==> src/rtl/xalu_pkg.sv <==
// Types and constants shared by the x86 ALU files.
`default_nettype none
package xalu_pkg;

  localparam int unsigned BYTE_BITS = 8;
  localparam int unsigned BYTE_TOP  = 7;
  localparam int unsigned WORD_BITS = 32;
  localparam int unsigned WORD_TOP  = 31;

  typedef enum logic [2:0] {
    OP_ADD = 3'd0,
    OP_SUB = 3'd1,
    OP_MOV = 3'd2,
    OP_XOR = 3'd3,
    OP_CMP = 3'd4,
    OP_AND = 3'd5,
    OP_OR  = 3'd6
  } opcode_t;

  typedef struct packed {
    logic of;
    logic cf;
    logic sf;
    logic zf;
  } flags_t;

  typedef struct packed {
    opcode_t     opcode;
    logic        byte_size;
    logic [31:0] dst_value;
    logic [31:0] src_value;
  } alu_word_t;

  typedef struct packed {
    logic [31:0] result_value;
    logic        write_dest;
    flags_t      flags;
  } alu_res_t;

endpackage
`default_nettype wire

==> src/rtl/x86_alu_with_flags.sv <==
// Top level of the x86 ALU with ZF, SF, CF and OF flags.
// One word per cycle: each word is captured in an input register, passes the
// adder and flag logic, and moves into the result register when the output
// side advances, so throughput is one word per cycle while out_stall is low.
// The flag register is updated in word order as each word moves into the
// result register; mov and the unused opcode report the flags left by the
// last flag-setting word. A stall on the result side holds the result
// register and, while the input register holds a word, holds it as well and
// raises in_stall in the same cycle.
`default_nettype none
module x86_alu_with_flags
  import xalu_pkg::*;
(
  input  wire logic        clk,
  input  wire logic        rst_n,
  input  wire logic        in_valid,
  output logic             in_stall,
  input  wire logic [2:0]  in_opcode,
  input  wire logic        in_byte_size,
  input  wire logic [31:0] in_dst_value,
  input  wire logic [31:0] in_src_value,
  output logic             out_valid,
  input  wire logic        out_stall,
  output logic [31:0]      out_result_value,
  output logic             out_write_dest,
  output logic             out_zero_flag,
  output logic             out_sign_flag,
  output logic             out_carry_flag,
  output logic             out_overflow_flag
);

  logic      in_vld_r;
  logic      in_vld_nxt;
  alu_word_t in_word_r;
  logic      out_vld_r;
  logic      out_vld_nxt;
  alu_res_t  out_res_r;
  flags_t    flags_r;
  alu_res_t  alu_res;
  logic      adv_out;
  logic      adv_in;

  assign adv_out  = !out_vld_r || !out_stall;
  assign in_stall = in_vld_r && !adv_out;
  assign adv_in   = in_valid && !in_stall;

  xalu_core u_core (
    .word_i  (in_word_r),
    .flags_i (flags_r),
    .res_o   (alu_res)
  );

  always_comb begin
    in_vld_nxt = in_vld_r;
    if (adv_out || !in_vld_r) begin
      in_vld_nxt = in_valid;
    end
    out_vld_nxt = out_vld_r;
    if (adv_out) begin
      out_vld_nxt = in_vld_r;
    end
  end

  always_ff @(posedge clk) begin
    if (!rst_n) begin
      in_vld_r  <= 1'b0;
      out_vld_r <= 1'b0;
      flags_r   <= '0;
    end else begin
      in_vld_r  <= in_vld_nxt;
      out_vld_r <= out_vld_nxt;
      if (in_vld_r && adv_out) begin
        flags_r <= alu_res.flags;
      end
    end
  end

  always_ff @(posedge clk) begin
    if (adv_in) begin
      in_word_r.opcode    <= opcode_t'(in_opcode);
      in_word_r.byte_size <= in_byte_size;
      in_word_r.dst_value <= in_dst_value;
      in_word_r.src_value <= in_src_value;
    end
    if (in_vld_r && adv_out) begin
      out_res_r <= alu_res;
    end
  end

  assign out_valid         = out_vld_r;
  assign out_result_value  = out_res_r.result_value;
  assign out_write_dest    = out_res_r.write_dest;
  assign out_zero_flag     = out_res_r.flags.zf;
  assign out_sign_flag     = out_res_r.flags.sf;
  assign out_carry_flag    = out_res_r.flags.cf;
  assign out_overflow_flag = out_res_r.flags.of;

endmodule
`default_nettype wire

==> src/rtl/xalu_core.sv <==
// Combinational ALU datapath: result, write enable and updated flags.
`default_nettype none
module xalu_core
  import xalu_pkg::*;
(
  input  alu_word_t word_i,
  input  flags_t    flags_i,
  output alu_res_t  res_o
);

  logic [31:0] a;
  logic [31:0] b;
  logic [32:0] sum;
  logic [32:0] diff;
  logic [31:0] raw;
  logic [31:0] res;
  logic        res_top;
  logic        res_zero;
  logic        a_top;
  logic        b_top;
  logic        cf;
  logic        of;
  logic        arith;
  logic        logic_op;
  logic        wr;

  assign a = word_i.byte_size ? {24'd0, word_i.dst_value[BYTE_TOP:0]} : word_i.dst_value;
  assign b = word_i.byte_size ? {24'd0, word_i.src_value[BYTE_TOP:0]} : word_i.src_value;

  assign sum  = {1'b0, a} + {1'b0, b};
  assign diff = {1'b0, a} - {1'b0, b};

  assign a_top = word_i.byte_size ? a[BYTE_TOP] : a[WORD_TOP];
  assign b_top = word_i.byte_size ? b[BYTE_TOP] : b[WORD_TOP];

  always_comb begin
    raw      = a;
    cf       = 1'b0;
    wr       = 1'b0;
    arith    = 1'b0;
    logic_op = 1'b0;
    case (word_i.opcode)
      OP_ADD: begin
        raw   = sum[31:0];
        cf    = word_i.byte_size ? sum[BYTE_BITS] : sum[WORD_BITS];
        wr    = 1'b1;
        arith = 1'b1;
      end
      OP_SUB, OP_CMP: begin
        raw   = diff[31:0];
        cf    = word_i.byte_size ? diff[BYTE_BITS] : diff[WORD_BITS];
        wr    = (word_i.opcode == OP_SUB);
        arith = 1'b1;
      end
      OP_MOV: begin
        raw = b;
        wr  = 1'b1;
      end
      OP_XOR: begin
        raw      = a ^ b;
        wr       = 1'b1;
        logic_op = 1'b1;
      end
      OP_AND: begin
        raw      = a & b;
        wr       = 1'b1;
        logic_op = 1'b1;
      end
      OP_OR: begin
        raw      = a | b;
        wr       = 1'b1;
        logic_op = 1'b1;
      end
      default: begin
        raw = a;
      end
    endcase
  end

  assign res      = word_i.byte_size ? {24'd0, raw[BYTE_TOP:0]} : raw;
  assign res_top  = word_i.byte_size ? res[BYTE_TOP] : res[WORD_TOP];
  assign res_zero = (res == 32'd0);

  // add: operands agree in sign, result differs; sub: operands differ, result follows b
  always_comb begin
    if (word_i.opcode == OP_ADD) begin
      of = (a_top ^ res_top) & (b_top ^ res_top);
    end else begin
      of = (a_top ^ b_top) & (a_top ^ res_top);
    end
  end

  always_comb begin
    res_o.flags = flags_i;
    if (arith || logic_op) begin
      res_o.flags.zf = res_zero;
      res_o.flags.sf = res_top;
      res_o.flags.cf = arith & cf;
      res_o.flags.of = arith & of;
    end
    res_o.write_dest = wr;
    if (!wr) begin
      res_o.result_value = word_i.dst_value;
    end else if (word_i.byte_size) begin
      res_o.result_value = {word_i.dst_value[31:BYTE_BITS], res[BYTE_TOP:0]};
    end else begin
      res_o.result_value = res;
    end
  end

endmodule
`default_nettype wire

==> config.mk <==
export PLATFORM = sky130hd
export DESIGN_NAME = x86_alu_with_flags
export DESIGN_NICKNAME = d
export VERILOG_FILES = /design/src/rtl/xalu_pkg.sv /design/src/rtl/x86_alu_with_flags.sv /design/src/rtl/xalu_core.sv
export SDC_FILE = /design/constraint.sdc
export NUM_CORES = 1
export LEC_CHECK = 0
export ABC_CLOCK_PERIOD_IN_PS = 13610
export CORE_MARGIN = 8
export CORE_UTILIZATION = 35
export DETAILED_ROUTE_END_ITERATION = 8
export DONT_BUFFER_PORTS = 1
export GPL_TIMING_DRIVEN = 1
export PLACE_DENSITY_LB_ADDON = 0.1
export SKIP_LAST_GASP = 1
export SYNTH_ARGS = -nofsm -noshare
export SYNTH_HDL_FRONTEND = slang
export SYNTH_HIERARCHICAL = 1
export SYNTH_SLANG_ARGS = --single-unit
==> constraint.sdc <==
create_clock -name clk -period 13.61 [get_ports clk]
set_input_delay 2.722 -clock clk [delete_from_list [all_inputs] [get_ports clk]]
set_output_delay 2.722 -clock clk [all_outputs]
set_load 0.01 [all_outputs]
# After elaboration in Yosys (flattened, before gate mapping)
# Index checks and enable logic that the tools add are counted.
[word_totals]
out_inout_bits = 39
input_bits = 72
ff_bits = 111
[classes]
eq_ne = 6
n_mux = 17
addsub = 2
bitwise_logic = 10
n_reduce_logical = 17
[ops]
columns = ["op", "n"]
rows = [
  ["32-bit case mux with 6 select lines", 1],
  ["32-bit two-way mux", 5],
  ["32-bit by 32-bit adder with 33-bit output", 1],
  ["32-bit by 32-bit subtractor with 33-bit output", 1],
  ["32-bit bitwise AND", 1],
  ["32-bit zero test", 1],
  ["32-bit bitwise OR", 1],
  ["32-bit XOR", 1],
  ["3-bit equality test (second input constant)", 3],
  ["1-bit two-way mux", 8],
  ["3-bit by 2-bit equality test with 1-bit output (second input constant)", 2],
  ["3-bit OR reduction", 2],
  ["1-bit zero test", 5],
  ["5-bit OR reduction", 1],
  ["1-bit bitwise AND", 4],
  ["4-bit two-way mux", 1],
  ["1-bit case mux with 2 select lines", 2],
  ["3-bit by 1-bit equality test with 1-bit output (second input constant)", 1],
  ["1-bit logical AND", 3],
  ["3-bit zero test", 1],
  ["1-bit logical OR", 3],
  ["1-bit XOR", 3],
  ["2-bit OR reduction", 1],
]

# Logic depth before layout (Yosys ltp)
# Gate-level depths: netlist (run 1).
[depth]
ltp_word = 10
ltp_mapped = 20
mapped_depth_nobuf = 18

# Cells and area by module
# Netlist (run 1), hierarchy kept.
[modules_own_cells]
columns = ["mod", "cells_each", "seq_area_each_um2", "instances", "area_each_um2"]
rows = [
  ["xalu_core", 1125, 0.0, 1, 7191.9],
  ["x86_alu_with_flags", 130, 3273.1, 1, 3399.5],
]

# Least setup slack after synthesis (run 1)
# Ideal clock, no wire load.
[synth_timing]
path_kind = "input -> register"
startpoint = "in out_stall"
endpoint = "reg in_word_r[0] (netlist name) (enable)"
cell_stages = 2
arrival_ns = 6.002
n_path_buf = 0
setup_slack_ns = 7.105
cell_sequence = "and3_2 > nor2b_1"
[synth_between]
elab_chain_len = 6
[synth_lines]
columns = ["item", "line", "text"]
rows = [
  ["from (decl)", "x86_alu_with_flags.sv:23", "input wire logic out_stall,"],
  ["1-bit zero test", "x86_alu_with_flags.sv:43", "assign adv_out = !out_vld_r || !out_stall;"],
  ["1-bit logical OR", "x86_alu_with_flags.sv:43", ""],
  ["1-bit zero test", "x86_alu_with_flags.sv:44", "assign in_stall = in_vld_r && !adv_out;"],
  ["1-bit logical AND", "x86_alu_with_flags.sv:44", ""],
  ["1-bit zero test", "x86_alu_with_flags.sv:45", "assign adv_in = in_valid && !in_stall;"],
  ["1-bit logical AND", "x86_alu_with_flags.sv:45", ""],
  ["named net adv_in", "x86_alu_with_flags.sv:41", "logic adv_in;"],
  ["to (decl)", "x86_alu_with_flags.sv:34", "alu_word_t in_word_r;"],
]
# The timed path passes the listed nets, and every way through them passes these cells.
# A chain may end at the register's enable or synchronous reset.

# Worst setup path after layout (run 1)
[layout_timing]
startpoint = "in out_stall"
endpoint = "out in_stall"
[layout_between]
elab_chain_len = 4
[layout_lines]
columns = ["item", "line", "text"]
rows = [
  ["1-bit zero test", "x86_alu_with_flags.sv:43", ""],
  ["1-bit logical OR", "x86_alu_with_flags.sv:43", ""],
  ["1-bit zero test", "x86_alu_with_flags.sv:44", ""],
  ["1-bit logical AND", "x86_alu_with_flags.sv:44", ""],
  ["to (decl)", "x86_alu_with_flags.sv:17", "output logic in_stall,"],
]
# No other way between the ends.

==> metrics, run 1 <==
routed len/inst 25.12 um; Yosys reg bits 111; Post-synth EDFFs 105; PortBufs 0; reg2reg start in_word_r[64]; Final Cycle Share 0.4191; overall routing resource usage 0.2208; Crit Reg-Reg Endpoint flags_r[0]; endpoints failing hold 0; area fraction of the dominant cell type after synthesis 0.2977; DRT iter0 DRCs 1,075; Max clock buf depth 2; Worst Setup Start Kind input port; most frequent cells in the layout nand2_1 (135), ha_1 (108), edfxtp_1 (105); commonest non-fill, non-tap cell in the layout nand2_1; core area 29,720 um^2; # rows between 60 and 70; H-tree levels 3; Critical Path Fanout Max 3; vias 9,694; Placer Congestion roughly 0.93; vias in the first global route roughly 9,300; flop2flop setup slack 7990 ps; hpwl dp just under 30,000 um; area leader, netlist edfxtp_1; Pint 0.0006697 W; die height 190.0 um; Worst setup EP type output pin; Synth Cell Area 10,590 um^2; Layout area overhead 6.072%; share of layout cells above drive strength 1 0.05844; CP Class in2out; setup tns final 0 ps; drt first pass iters 6; DRC 0; clock share of power 0.280; CTS Hold Bufs 0; register area share after synthesis 0.3090; clk_skew 19.08 ps; worst path arrival time 2980 ps; Post-CTS Setup Inserts 0; Starting Density 0.3564; DP Worst Slack 7900 ps; final setup vio count 0; Hold Path End flags_r[3]; Post-CTS Resized 0; crit-path cells and3_2; Die X 190.0 um; slowest cell delay on critical path approximately 260 ps; PnR worst setup slack 7907 ps; Total Wirelength 40,310 um; # diodes 0; CTS root buffer clkbuf_16; die area 36,080 um^2; Slew headroom 0.1575; HP Class reg2reg; worst hold start flags_r[3]; peak supply drop approximately 0.000094 V; P_leak 4.584 nW; R2R depth 18; worst slew pin tran ~1300 ps; pwr dens 93.47 nW/um^2; Clock transition at path regs 70 ps; number of nets in the layout 1,392; Synth async-reset ratio 0; Buf+Inv Stages, Crit Path 0; first-pass GRT wire length 60,590 um; GRT overflow 0; Post-Syn Nets 1,437; Flop pwr share 0.396; Sw Share 0.3622; CTS Sinks about 110; max-cap viol count 0; Netlist cell types 98; Crit path max-delay family simple AND/OR/NAND/NOR gates; via/cell ratio slightly above 6; Comb power frac 0.325; CTS buffer count 9; main flop type after synthesis edfxtp_1; initial antenna violation count 1; ANT nets after route 0; worst skew pair latency between 300 and 400 ps; status completed; worst hold stages 2; Avg Inst Size Synth 8.439 um^2; WP data required 10,890 ps; Synth area leaders edfxtp_1 (30%), ha_1 (13%), nand2_1 (4.8%); YS warnings 6; Psw 0.0003804 W; largest net degree at the start of global routing 51; # IOs 111; TritonCTS clock tree built; critical path's slowest cell and3_2; RSZ-0062 raised after global routing no; Max Clock Freq roughly 180 MHz; Final min period around 5700 ps; Synth Instances 1,255; Slew Viols, Final 0
sequential cells by signal (all words and copies together), names as in the netlist:
register / flops
in_word_r: 68
out_result_value: 32
in_vld_r: 1
flags_r: 4
out_sign_flag: 1
out_write_dest: 1
out_zero_flag: 1
out_carry_flag: 1
out_valid: 1
out_overflow_flag: 1
metal layers:
layer / GRT usage / vias up / part of all wire
li1: - / 4514 / -
met1: 0.3179 / 4719 / 0.48
met2: 0.3266 / 408 / 0.43
met3: 0.04193 / 51 / 0.072
met4: 0.07066 / 2 / 0.021
met5: 0 / - / 0.00027
power groups by stage:
stage	logic [W]	clock network, W	registers, W
6_report	0.000341	0.000294	0.000415
5_1_grt	0.000370	0.000310	0.000418
4_1_cts	0.000334	0.000302	0.000416
3_5_place_dp	0.000332	0	0.000423
3_3_place_gp	0.000333	0	0.000424
2_1_floorplan	0.000237	0	0.000419
area by class of cell:
type / count / area [um^2]
fill: 3060 / 18480
multi-input combinational: 964 / 6608
sequential: 111 / 3273
tap: 390 / 488.0
inverter: 102 / 385.4
clock buffer: 12 / 257.7
timing repair buffer: 22 / 165.2
clock inverter: 4 / 57.56
synthesized netlist by cell type (8+ instances only):
cell	instances
a22oi_1	17
nand2b_1	9
a21oi_1	91
o21ai_0	82
a21o_1	25
o22ai_1	20
nor2_1	83
xnor2_1	13
o221ai_1	14
or3_1	9
a31oi_1	15
nand4_1	8
inv_1	100
buf_1	12
o21a_1	8
buf_2	10
nand2_1	135
mux2i_1	14
ha_1	108
a211o_1	8
nand3_1	26
edfxtp_1	105
a211oi_1	17
o21bai_1	15
nor3_1	19
nor4_1	9
clkbuf_1	50
o211ai_1	10
and3_1	11
o31ai_1	13
nor2b_1	55
metrics by stage:
step	util	hold slack (ps)	power [W]	instances	instance area (um^2)
6_report	0.3780	464.4	0.001050	1605	11230
3_5_place_dp	0.3674	454.6	0.0007551	1589	10920
3_3_place_gp	0.3674	441.4	0.0007572	1589	10920
5_1_grt	0.3780	484.7	0.001099	1605	11230
4_1_cts	0.3780	465.2	0.001052	1605	11230
2_1_floorplan	-	431.3	0.0006562	1255	10590
cell families after synthesis:
logic type | count (synthesis) | synth area share
flops | 111 | 0.3090
xor+xnor | 15 | 0.01240
simple gates | 391 | 0.1777
compound gates | 428 | 0.2813
mux | 20 | 0.02020
fa+ha+maj | 110 | 0.1314
buf+inv | 180 | 0.06804
worst max path at each step:
stage	start	slack [ps]	cells after the start	endpoint
floorplan	out_stall	7110	2	in_word_r[0]
global placement	out_stall	7900	1	in_stall
detailed placement	out_stall	7900	1	in_stall
CTS	out_stall	7900	1	in_stall
global route	in_word_r[64]	7660	18	flags_r[0]
finish	out_stall	7910	1	in_stall
Power figures use the tool's default switching activity.
==> inputs of run 2 (changes only) <==
ABC_CLOCK_PERIOD_IN_PS = 5400   (was 13610)
clock period = 5.4 ns   (was 13.61 ns; I/O delays follow)
==> run 2 against run 1 <==
  * Flip-flop and latch count unchanged
  * Wire length rose by 3.5%
  * Design area increased by 1.5%
  * Clock power is 120% higher
  * Utilization is 0.57 points higher
  * First-iteration DRC count is 1.6% lower
  * Largest cell class unchanged
==> metrics, run 2 (synthesized netlist as in run 1, its figures left out) <==
die height 190.0 um (unchanged); hpwl dp 31,490 um (was 29,560 um); most frequent cells in the layout nand2_1 (135), ha_1 (108), edfxtp_1 (105) (unchanged); final setup vio count 0 (unchanged); DRC 0 (unchanged); Buf+Inv Stages, Crit Path 2 (was 0); flop2flop setup slack 370 ps (was 7990 ps); endpoints failing hold 0 (unchanged); TritonCTS clock tree built (unchanged); RSZ-0062 raised after global routing no (unchanged); P_leak 4.694 nW (was 4.584 nW); core area 29,720 um^2 (unchanged); commonest non-fill, non-tap cell in the layout nand2_1 (unchanged); DRT iter0 DRCs 1,058 (was 1,075); CTS buffer count 9 (unchanged); Placer Congestion 0.9631 (was 0.9330); # rows 63 (unchanged); first-pass GRT wire length 61,500 um (was 60,590 um); Crit Reg-Reg Endpoint flags_r[0] (unchanged); GRT overflow 0 (unchanged); reg2reg start in_word_r[64] (unchanged); worst hold slack 456.8 ps (was 464.4 ps); final std cell area, no fill 11,400 um^2 (was 11,230 um^2); peak supply drop 0.0002928 V (was 0.00009417 V); Post-DP Area 11,130 um^2 (was 10,920 um^2); max-cap viol count 0 (unchanged); clk_skew 9.370 ps (was 19.08 ps); slowest cell delay on critical path 560 ps (was 260 ps); worst hold start flags_r[1] (was flags_r[3]); largest net degree at the start of global routing 69 (was 51); crit-path cells buf_4 -> nor2b_1 -> inv_1 -> ha_1 -> a21o_1 -> a31oi_1 -> o21ai_0 -> a21oi_1 -> a21bo_2 -> a311oi_1 -> o31ai_1 -> a221o_1 -> a221oi_1 -> or3_1 -> nand4_1 -> o211ai_1 -> nand2_1 -> mux2i_1 (was and3_2); HP Class reg2reg (unchanged); Final Cycle Share 0.9323; worst hold stages 2 (unchanged); Largest Register in_word_r (unchanged); number of nets in the layout 1,417 (was 1,392); Layout area overhead 7.667% (was 6.072%); Max Clock Freq 198.6 MHz; WP data required 5710 ps (was 10,890 ps); Total Wirelength 41,740 um (was 40,310 um); worst slew pin tran 1110 ps (was 1254 ps); Hold Path End flags_r[1] (was flags_r[3]); Slew Viols, Final 0 (unchanged); DP Worst Slack 465.2 ps (was 7900 ps); initial antenna violation count 0 (was 1); R2R depth 18 (unchanged); Worst setup EP type flip-flop (was output pin); Final min period 5035 ps; ANT nets after route 0 (unchanged); share of layout cells above drive strength 1 0.07742 (was 0.05844); # IOs 111 (unchanged); critical path's slowest cell a311oi_1 (was and3_2); routed len/inst 25.61 um (was 25.12 um); setup tns final 0 ps (unchanged); vias 9,939 (was 9,694); vias in the first global route 9,400 (was 9,333); Pwr Total 0.002584 W (was 0.001050 W); Critical Path Fanout Max 25 (was 3); Slew headroom 0.2576 (was 0.1575); worst skew pair latency 380 ps (was 390 ps); Starting Density 0.3564 (unchanged); PortBufs 0 (unchanged); worst path arrival time 5350 ps (was 2980 ps); Crit path max-delay family compound AO/OA/AOI/OAI gates (was simple AND/OR/NAND/NOR gates); CTS root buffer clkbuf_16 (unchanged); Die X 190.0 um (unchanged); die area 36,080 um^2 (unchanged); Max clock buf depth 2 (unchanged); drt first pass iters 5 (was 6); status completed (unchanged); overall routing resource usage 0.2269 (was 0.2208); pwr dens 226.6 nW/um^2 (was 93.47 nW/um^2); H-tree levels 3 (unchanged); Clock transition at path regs 70 ps (about the same); CP Class reg2reg (was in2out); via/cell ratio 6.098 (was 6.040); Largest register FFs 68 (unchanged); Post-CTS Resized 0 (unchanged); CTS Hold Bufs 0 (unchanged); # diodes 0 (unchanged); PnR worst setup slack 365.3 ps (was 7907 ps); Worst Setup Start Kind flip-flop (was input port); Post-CTS Setup Inserts 0 (unchanged); CTS Sinks 111 (unchanged)
## run 2: worst max path at each step
stage             startpoint            to  slack [ps]  cells after the start
3_3_place_gp   in_word_r[64]    flags_r[0]         460                     18
5_1_grt        in_word_r[64]    flags_r[0]          50                     18
6_report       in_word_r[64]    flags_r[0]         370                     18
2_1_floorplan      out_stall  in_word_r[0]         540                      2
3_5_place_dp   in_word_r[64]    flags_r[3]         470                     18
4_1_cts        in_word_r[64]    flags_r[3]         440                     18
## run 2: worst register-to-register path, cell delays in order (launching register included)
cell and delay (ps):
edfxtp_1 410, buf_4 250, nor2b_1 480, inv_1 140, ha_1 520, a21o_1 270, a31oi_1 280, o21ai_0 140
a21oi_1 150, a21bo_2 280, a311oi_1 560, o31ai_1 220, a221o_1 330, a221oi_1 350, or3_1 160, nand4_1 90
o211ai_1 130, nand2_1 80, mux2i_1 120
## run 2: metrics by stage
| step | util | cells |
|---|---|---|
| 3_3_place_gp | 0.3745 | 1614 |
| 5_1_grt | 0.3837 | 1630 |
| 6_report | 0.3837 | 1630 |
| 3_5_place_dp | 0.3745 | 1614 |
| 2_1_floorplan | - | 1255 |
| 4_1_cts | 0.3837 | 1630 |
## run 2: power breakdown
group	total [W]	switching [W]	internal (W)
clock	0.000640	0.000325	0.000316
combinational	0.000889	0.000584	0.000304
sequential	0.00105	0.0000458	0.00101
total	0.00258	0.000955	0.00163
## run 2: cell type report
| cell class | instances | area, um^2 |
|---|---|---|
| flip-flops and latches | 111 | 3273 |
| repair buffers | 47 | 377.9 |
| multi-input cells | 964 | 6605 |
| fillers | 3079 | 18310 |
| clock inverters | 6 | 45.04 |
| inverters | 102 | 385.4 |
| well taps | 390 | 488.0 |
| clock buffers | 10 | 229.0 |
## run 2: metal layers
layer / GRT usage / up-vias / part of all wire
li1: - / 4553 / -
met1: 0.3267 / 4817 / 0.47
met2: 0.3276 / 500 / 0.42
met3: 0.05090 / 69 / 0.085
met4: 0.07757 / 0 / 0.028
met5: 0 / - / 0
